**src/deq_pkg.sv**
```systemverilog
`timescale 1ns / 1ps
// shared types and constants for the double-ended queue
// no dependencies

package deq_pkg;

  localparam int DEPTH_DEFAULT = 1024;
  localparam int OPCODE_W      = 3;
  localparam int DATA_W        = 64;
  localparam int STATUS_W      = 2;
  localparam int COUNT_W       = 11;

  typedef enum logic [OPCODE_W-1:0] {
    OP_PUSH_BACK  = 3'd0,
    OP_PUSH_FRONT = 3'd1,
    OP_POP_FRONT  = 3'd2,
    OP_POP_BACK   = 3'd3,
    OP_FRONT      = 3'd4,
    OP_BACK       = 3'd5,
    OP_SIZE       = 3'd6,
    OP_CLEAR      = 3'd7
  } op_t;

  typedef enum logic [STATUS_W-1:0] {
    ST_OK    = 2'd0,
    ST_EMPTY = 2'd1,
    ST_FULL  = 2'd2
  } status_t;

  // controller to datapath commands
  typedef struct packed {
    logic capture;  // latch the incoming operation
    logic exec;     // apply the operation to store and pointers
    logic load;     // move the result into the output register
  } cmd_t;

endpackage

```
**src/deq_ctrl.sv**
```systemverilog
`timescale 1ns / 1ps
// sequencing controller: capture, execute, result load
// depends on deq_pkg

module deq_ctrl (
  input  logic          clk,
  input  logic          rst,
  input  logic          in_valid,
  output logic          in_ready,
  output logic          out_valid,
  input  logic          out_ready,
  output deq_pkg::cmd_t cmd
);

  typedef enum logic [1:0] {
    S_IDLE,
    S_EXEC,
    S_LOAD
  } state_t;

  state_t state;
  logic   slot_free;

  assign slot_free   = !out_valid || out_ready;
  assign in_ready    = (state == S_IDLE);
  assign cmd.capture = (state == S_IDLE) && in_valid;
  assign cmd.exec    = (state == S_EXEC);
  assign cmd.load    = (state == S_LOAD) && slot_free;

  always_ff @(posedge clk) begin
    if (rst) begin
      state     <= S_IDLE;
      out_valid <= 1'b0;
    end else begin
      unique case (state)
        S_IDLE: begin
          if (in_valid) state <= S_EXEC;
        end
        S_EXEC: begin
          state <= S_LOAD;
        end
        S_LOAD: begin
          if (slot_free) state <= S_IDLE;
        end
        default: begin
          state <= S_IDLE;
        end
      endcase
      if (cmd.load) begin
        out_valid <= 1'b1;
      end else if (out_ready) begin
        out_valid <= 1'b0;
      end
    end
  end

endmodule

```
**config.mk**
```make
export PLATFORM = sky130hd
export DESIGN_NAME = deq_ctrl
export DESIGN_NICKNAME = d
export VERILOG_FILES = /design/src/deq_pkg.sv /design/src/deq_ctrl.sv
export SDC_FILE = /design/constraint.sdc
export NUM_CORES = 1
export LEC_CHECK = 0
export BUFFER_PORTS_ARGS = -buffer_cell sky130_fd_sc_hd__clkbuf_2
export CORE_AREA = 2 2 39 41
export DETAILED_ROUTE_END_ITERATION = 12
export DIE_AREA = 0 0 41 43
export PLACE_DENSITY = 0.35
export SYNTH_ARGS = -nofsm -noshare
export SYNTH_HDL_FRONTEND = slang
export SYNTH_SLANG_ARGS = --single-unit
```
**constraint.sdc**
```tcl
create_clock -name clk -period 0.99 [get_ports clk]
set_clock_uncertainty 0.05 [all_clocks]
set_input_delay 0.099 -clock clk [delete_from_list [all_inputs] [get_ports clk]]
set_output_delay 0.099 -clock clk [all_outputs]
set_load 0.02 [all_outputs]
```
==> impl_metrics.csv, run 1 <==
group,metric,value,unit
outcome,status,"finished with violations",
outcome,violations,"negative setup slack",
routing,antenna_left,0,
final_layout,fin_cells,41,
setup_path,regToRegSetupSlack,0.09,ns
routing,avgViaCountPerCell,3.463,
placed_design,io_buffer_count,8,
global_route,grt_usage,5.817,%
sta,setup_slack,-0.1163,ns
global_route,grt_max_degree,6,
sta,worstMarginPinSlew,0.1604,ns
final_layout,fin_area,255.2,sq um
placed_design,placed_area,198.9,sq um
routing,drtIter0Drc,3,
setup_path,rr_endpoint,"state[1]",
logic_synthesis,synth-simple-area-share,45.95,%
power_and_ir_drop,p_int,0.0003157,W
power_and_ir_drop,p_sw,0.0001025,W
job,max-cap-violations,0,
final_layout,layout-drive-gt1-share,64.00,%
routing,drt_wl_total,340,um
clock_network,cts_tree,"built",
final_layout,layout.nets,30,
power_and_ir_drop,p_per_area,1639,mW/mm^2
sta,final-max-slew-violation-count,0,
setup_path,cp.arrival,0.96,ns
floorplan,die_x,41,um
clock_network,clockBufferDepth,2,
setup_path,crit_path_max_incr_delay,0.36,ns
logic_synthesis,synth_compound_area_share,10.81,%
setup_path,rr_worst_depth,2,
min_path,hold_class,"input pin to flop",
logic_synthesis,synth_nets,17,
floorplan,fp.dieArea,0.001763,sq mm
sta,final-setup-viol-count,4,
setup_path,required,0.84,ns
logic_synthesis,synth_cell_types,9,
global_route,grt_pass1_vias,146,
placed_design,dp_hpwl,260.6,um
power_and_ir_drop,clockPowerShare,51.5,%
setup_path,critical_path_peak_fanout,5,
setup_path,reg2reg_from,"state[1]",
power_and_ir_drop,p_seq_share,32.0,%
placed_design,place_inst,37,
logic_synthesis,synth_xor_area_share,0,%
logic_synthesis,synth_top_family_by_area,"simple AND/OR/NAND/NOR gates",
routing,num_vias,142,
placed_design,gp_congestion,0.5410,
power_and_ir_drop,p_comb_share,16.5,%
clock_network,cts.clk_slew.worst_paths,0.04,ns
logic_synthesis,ys_seq_elements,3,
routing,post_drt_wl_per_cell,8.293,um
floorplan,core_area,0.001384,sq mm
logic_synthesis,synth_cells,13,
clock_network,h-tree-depth,1,
logic_synthesis,syn_area,138.9,sq um
setup_path,worstSetupPathType,"flop to output port",
power_and_ir_drop,total_power,0.0004183,W
setup_path,path_cells,"and2b_4, buf_8",
global_route,grt_overflow,0,
power_and_ir_drop,leakage,0.1198,nW
routing,dr.pass1.iters,4,
floorplan,rows,14,
final_layout,num_antenna_cells,0,
floorplan,start_util,10.04,%
logic_synthesis,muxShareOfSynthArea,0,%
global_route,grt_pass1_wl,579,um
power_and_ir_drop,ir_drop,0.0005177,V
setup_path,startpoint,"state[1]",
final_layout,num-fill-cells,151,
setup_path,start_kind,"flop",
clock_network,clkLatencyLatePin,0.23,ns
global_route,grt_antenna_before_repair,0,
power_and_ir_drop,swShare,24.52,%
clock_network,post-cts-setup-buffers,0,
sta,fin_crit,1.106,ns
floorplan,die_height,43,um
sta,rsz0062_at_grt,"yes",
sta,hold_viol_final,0,
floorplan,ios,9,
clock_network,postCtsHoldBufs,0,
setup_path,endpoint,"cmd[1]",
clock_network,cts-buffers-inserted,3,
clock_network,cts.sinks,3,
logic_synthesis,synth-seq-area-share,43.24,%
logic_synthesis,syn_area_per_cell,10.68,sq um
clock_network,ctsRootBufferMaster,"clkbuf_4",
sta,slew_headroom,89.26,%
logic_synthesis,synth_fa_ha_area_share,0,%
setup_path,cp-end-kind,"output port",
setup_path,slowest_stage,"dfxtp_4",
final_layout,area_growth_syn_to_layout,83.78,%
sta,timing.fmax,903.9,MHz
final_layout,fin_util,18.44,%
routing,drc,0,
logic_synthesis,yosysWarnings,0,
sta,period_share,111.8,%
==> critical path: cells and delay by family, from the launching register on <==
kind,cells,cell delay (ns)
flops,1,0.36
buf+inv,1,0.11
simple gates,1,0.26
==> what timing repair did <==
action | CTS | global route
endpoints found under the hold margin | 0 | 0
pin swaps | 1 | 0
resized for setup | 8 | 5
endpoints found under the setup margin | 4 | 4
==> cells by family (layout without fill, tap and decap cells) <==
| group | after synthesis | count (layout) |
|---|---|---|
| AO/OA/AOI/OAI | 2 | 2 |
| buffers and inverters | 0 | 12 |
| AND/OR/NAND/NOR | 8 | 8 |
| flip-flops | 3 | 3 |
==> final cells by class <==
type	instances	area, sq um	share of cell area [%]
Timing Repair Buffer	8	57.56	22.55
Clock buffer	4	26.28	10.29
Tap cell	16	20.02	7.843
Multi-Input combinational cell	10	86.33	33.82
Sequential cell	3	65.06	25.49
==> per-stage QoR <==
step           hold WS [ns]  setup TNS, ns  setup slack (ns)
2_1_floorplan        0.1181              0           0.01829
3_3_place_gp         0.2427              0           0.07052
3_5_place_dp         0.2581              0           0.06481
4_1_cts           0.0007185        -0.4407           -0.1427
5_1_grt            0.008515        -0.5347           -0.1636
6_report           0.005889        -0.3362           -0.1163
==> worst min path at each step <==
| stage | endpoint | slack [ns] | cells past startpoint | startpoint |
|---|---|---|---|---|
| 3_5_place_dp | out_valid | 0.26 | 2 | rst |
| 2_1_floorplan | out_valid | 0.12 | 1 | rst |
| 6_report | state[0] | 0.006 | 2 | rst |
| 4_1_cts | state[0] | 0.0007 | 2 | rst |
| 3_3_place_gp | out_valid | 0.24 | 2 | rst |
| 5_1_grt | state[0] | 0.009 | 2 | rst |
==> layer usage <==
| metal | wire length, um | share of wire [%] | track usage [%] | vias up |
|---|---|---|---|---|
| li1 | - | - | - | 70 |
| met1 | 157 | 46 | 6.090 | 59 |
| met2 | 116 | 34 | 5.625 | 13 |
| met3 | 65 | 19 | 7.853 | 0 |
| met4 | 0 | 0 | 4.000 | 0 |
| met5 | 0 | 0 | 0 | - |
==> synthesized netlist by cell type <==
master	count	area share [%]
dfxtp_1	3	43
a21oi_1	1	3.6
nor2b_1	2	9.0
nor2_1	1	2.7
o21ba_1	1	7.2
and4bb_1	1	9.0
and2b_4	1	7.2
nand2b_1	2	9.0
nor3b_2	1	9.0
==> flip-flops by register name (all words and copies together), names as in the netlist <==
| signal | count |
|---|---|
| state | 2 |
| out_valid | 1 |
==> cell usage in the layout (no fill, tap or decap), types with 2 or more instances in the layout <==
cell type | Yosys | final
buf_4 | 0 | 3
clkbuf_2 | 0 | 4
clkbuf_4 | 0 | 3
nor2b_1 | 2 | 2
==> power groups by stage <==
stage | clock network (W) | registers [W] | logic, W
2_1_floorplan | 0 | 0.000136 | 0.0000339
4_1_cts | 0.000228 | 0.000135 | 0.0000669
3_5_place_dp | 0 | 0.000135 | 0.0000561
3_3_place_gp | 0 | 0.000135 | 0.0000547
5_1_grt | 0.000246 | 0.000135 | 0.0000739
6_report | 0.000215 | 0.000134 | 0.0000689
Power figures use the tool's default switching activity.
==> run 2, diff against run 1 <==
==> constraint.sdc (replaced) <==
create_clock -name clk -period 1.36 [get_ports clk]
set_clock_uncertainty 0.05 [all_clocks]
set_input_delay 0.136 -clock clk [delete_from_list [all_inputs] [get_ports clk]]
set_output_delay 0.136 -clock clk [all_outputs]
set_load 0.02 [all_outputs]
==> run 2 against run 1 <==
Largest cell class unchanged. Largest power group unchanged. Utilization down 2.2 points. The run now ends clean. First-iteration DRC count up 33%. Register-to-register slack better by 0.33 ns. Cell area down 12%. Sequential power down 27%. Die area unchanged. Clock-buffer cell count unchanged. Sequential cell count unchanged. Setup slack better by 0.27 ns. Worst hold slack better by 0.042 ns. Critical path type unchanged.
==> impl_metrics.csv, run 2 (same netlist as run 1, synthesis figures left out) <==
group,metric,value,unit
outcome,status,"finished clean",
floorplan,start_util,10.04,%
routing,antenna_left,0,
sta,fin_setup_tns,0,ns
placed_design,dp_hpwl,258.7,um
clock_network,postCtsHoldBufs,0,
sta,final-setup-viol-count,0,
routing,post_drt_wl_per_cell,8.390,um
global_route,grt_overflow,0,
clock_network,h-tree-depth,1,
final_layout,regMostFlops,"state",
setup_path,start_kind,"flop",
setup_path,critical_path_peak_fanout,5,
routing,dr.pass1.iters,4,
floorplan,fp.dieArea,0.001763,sq mm
sta,slew_headroom,88.55,%
sta,hold_viol_final,0,
final_layout,layout.nets,30,
power_and_ir_drop,p_sw,0.00007026,W
setup_path,cp.arrival,1.02,ns
setup_path,path_cells,"nand2b_1, nor2b_1, clkbuf_2",
power_and_ir_drop,p_seq_share,33.4,%
final_layout,area_growth_syn_to_layout,62.16,%
clock_network,post-cts-setup-buffers,0,
clock_network,clockBufferDepth,2,
final_layout,top_regs,"state (2), out_valid (1)",
placed_design,place_inst,37,
clock_network,cts.sinks,3,
power_and_ir_drop,ir_drop,0.0002772,V
sta,fin_crit,1.206,ns
final_layout,fin_cells,41,
clock_network,cts_resized,0,
setup_path,regToRegSetupSlack,0.42,ns
routing,drt_wl_total,344,um
placed_design,gp_congestion,0.5681,
final_layout,layout_commonest_cell,"clkbuf_2",
clock_network,cts-buffers-inserted,3,
setup_path,slowest_stage,"dfxtp_1",
clock_network,ctsRootBufferMaster,"clkbuf_4",
global_route,grt_pass1_vias,138,
floorplan,ios,9,
setup_path,worstSetupPathType,"flop to output port",
final_layout,layout-drive-gt1-share,52.00,%
clock_network,cts_tree,"built",
floorplan,die_height,43,um
global_route,grt_antenna_before_repair,0,
routing,drc,0,
setup_path,cp-end-kind,"output port",
setup_path,required,1.17,ns
clock_network,cts.clk_slew.worst_paths,0.04,ns
sta,rsz0062_at_grt,"no",
routing,avgViaCountPerCell,3.341,
global_route,grt_usage,5.706,%
power_and_ir_drop,p_comb_share,13.9,%
power_and_ir_drop,p_per_area,1295,mW/mm^2
placed_design,io_buffer_count,8,
global_route,grt_max_degree,6,
floorplan,core_area,0.001384,sq mm
min_path,hold_class,"input pin to flop",
job,max-cap-violations,0,
final_layout,layout_common_cells,"clkbuf_2 (8), clkbuf_4 (3), dfxtp_1 (3), nand2b_1 (2), nor2b_1 (2)",
clock_network,clkLatencyLatePin,0.23,ns
setup_path,rr_endpoint,"state[1]",
setup_path,endpoint,"cmd[0]",
setup_path,crit_path_max_incr_delay,0.33,ns
setup_path,reg2reg_from,"state[1]",
power_and_ir_drop,leakage,0.1112,nW
sta,period_share,88.71,%
power_and_ir_drop,clockPowerShare,52.8,%
floorplan,die_x,41,um
routing,drtIter0Drc,4,
final_layout,largest_register_ffs,2,
sta,final-max-slew-violation-count,0,
setup_path,rr_worst_depth,2,
final_layout,num_antenna_cells,0,
global_route,grt_pass1_wl,579,um
setup_path,startpoint,"state[0]",
power_and_ir_drop,swShare,24.09,%
sta,timing.fmax,828.9,MHz
power_and_ir_drop,p_int,0.0002214,W
routing,num_vias,137,
floorplan,rows,14,
sta,worstMarginPinSlew,0.1715,ns
[run 2: cell types whose count changed in the layout (fill, tap and decap cells not counted), sizes merged]
cell and change:
buf -4, clkbuf +4
[run 2: area by class of cell]
| class | count | area [sq um] |
|---|---|---|
| repair buffers | 8 | 40.04 |
| clock buffers | 4 | 26.28 |
| flip-flops and latches | 3 | 60.06 |
| well taps | 16 | 20.02 |
| fillers | 160 | 1159 |
| multi-input cells | 10 | 78.83 |
[run 2: power by group through the flow]
stage               registers, W  logic [W]  clock network [W]
finish                 0.0000973  0.0000404           0.000154
global route           0.0000983  0.0000441           0.000169
CTS                    0.0000973  0.0000412           0.000163
detailed placement     0.0000986  0.0000408                  0
global placement       0.0000980  0.0000404                  0
floorplan              0.0000987  0.0000247                  0
[run 2: worst min path at each step]
stage	slack [ns]	depth (start not counted)	start	endpoint
final	0.05	2	rst	out_valid
after global routing	0.05	2	rst	state[0]
after CTS	0.04	2	rst	out_valid
after detailed placement	0.29	2	rst	out_valid
after global placement	0.28	2	rst	out_valid
after floorplan	0.16	1	rst	out_valid
[run 2: worst max-delay path, delay by kind of cell, from the launching register on]
kind	cells	cell delay, ns
buffers and inverters	1	0.17
and+or+nand+nor	2	0.28
DFF	1	0.33
[run 2: metal layers]
| layer | up-vias | wire (um) | GRT usage, % |
|---|---|---|---|
| li1 | 67 | - | - |
| met1 | 59 | 167 | 6.051 |
| met2 | 11 | 112 | 5.000 |
| met3 | 0 | 65 | 6.806 |
| met4 | 0 | 0 | 6.000 |
| met5 | - | 0 | 0 |
[run 2: per-stage QoR]
stage | hold slack [ns] | setup WS [ns] | area [sq um] | total power [W] | utilization [%]
4_1_cts | 0.04226 | 0.1393 | 225.2 | 0.0003011 | 16.27
3_5_place_dp | 0.2856 | 0.3914 | 198.9 | 0.0001394 | 14.38
3_3_place_gp | 0.2787 | 0.4089 | 198.9 | 0.0001383 | 14.38
2_1_floorplan | 0.1551 | 0.3700 | 138.9 | 0.0001234 | -
5_1_grt | 0.05112 | 0.08864 | 225.2 | 0.0003113 | 16.27
6_report | 0.04743 | 0.1535 | 225.2 | 0.0002916 | 16.27
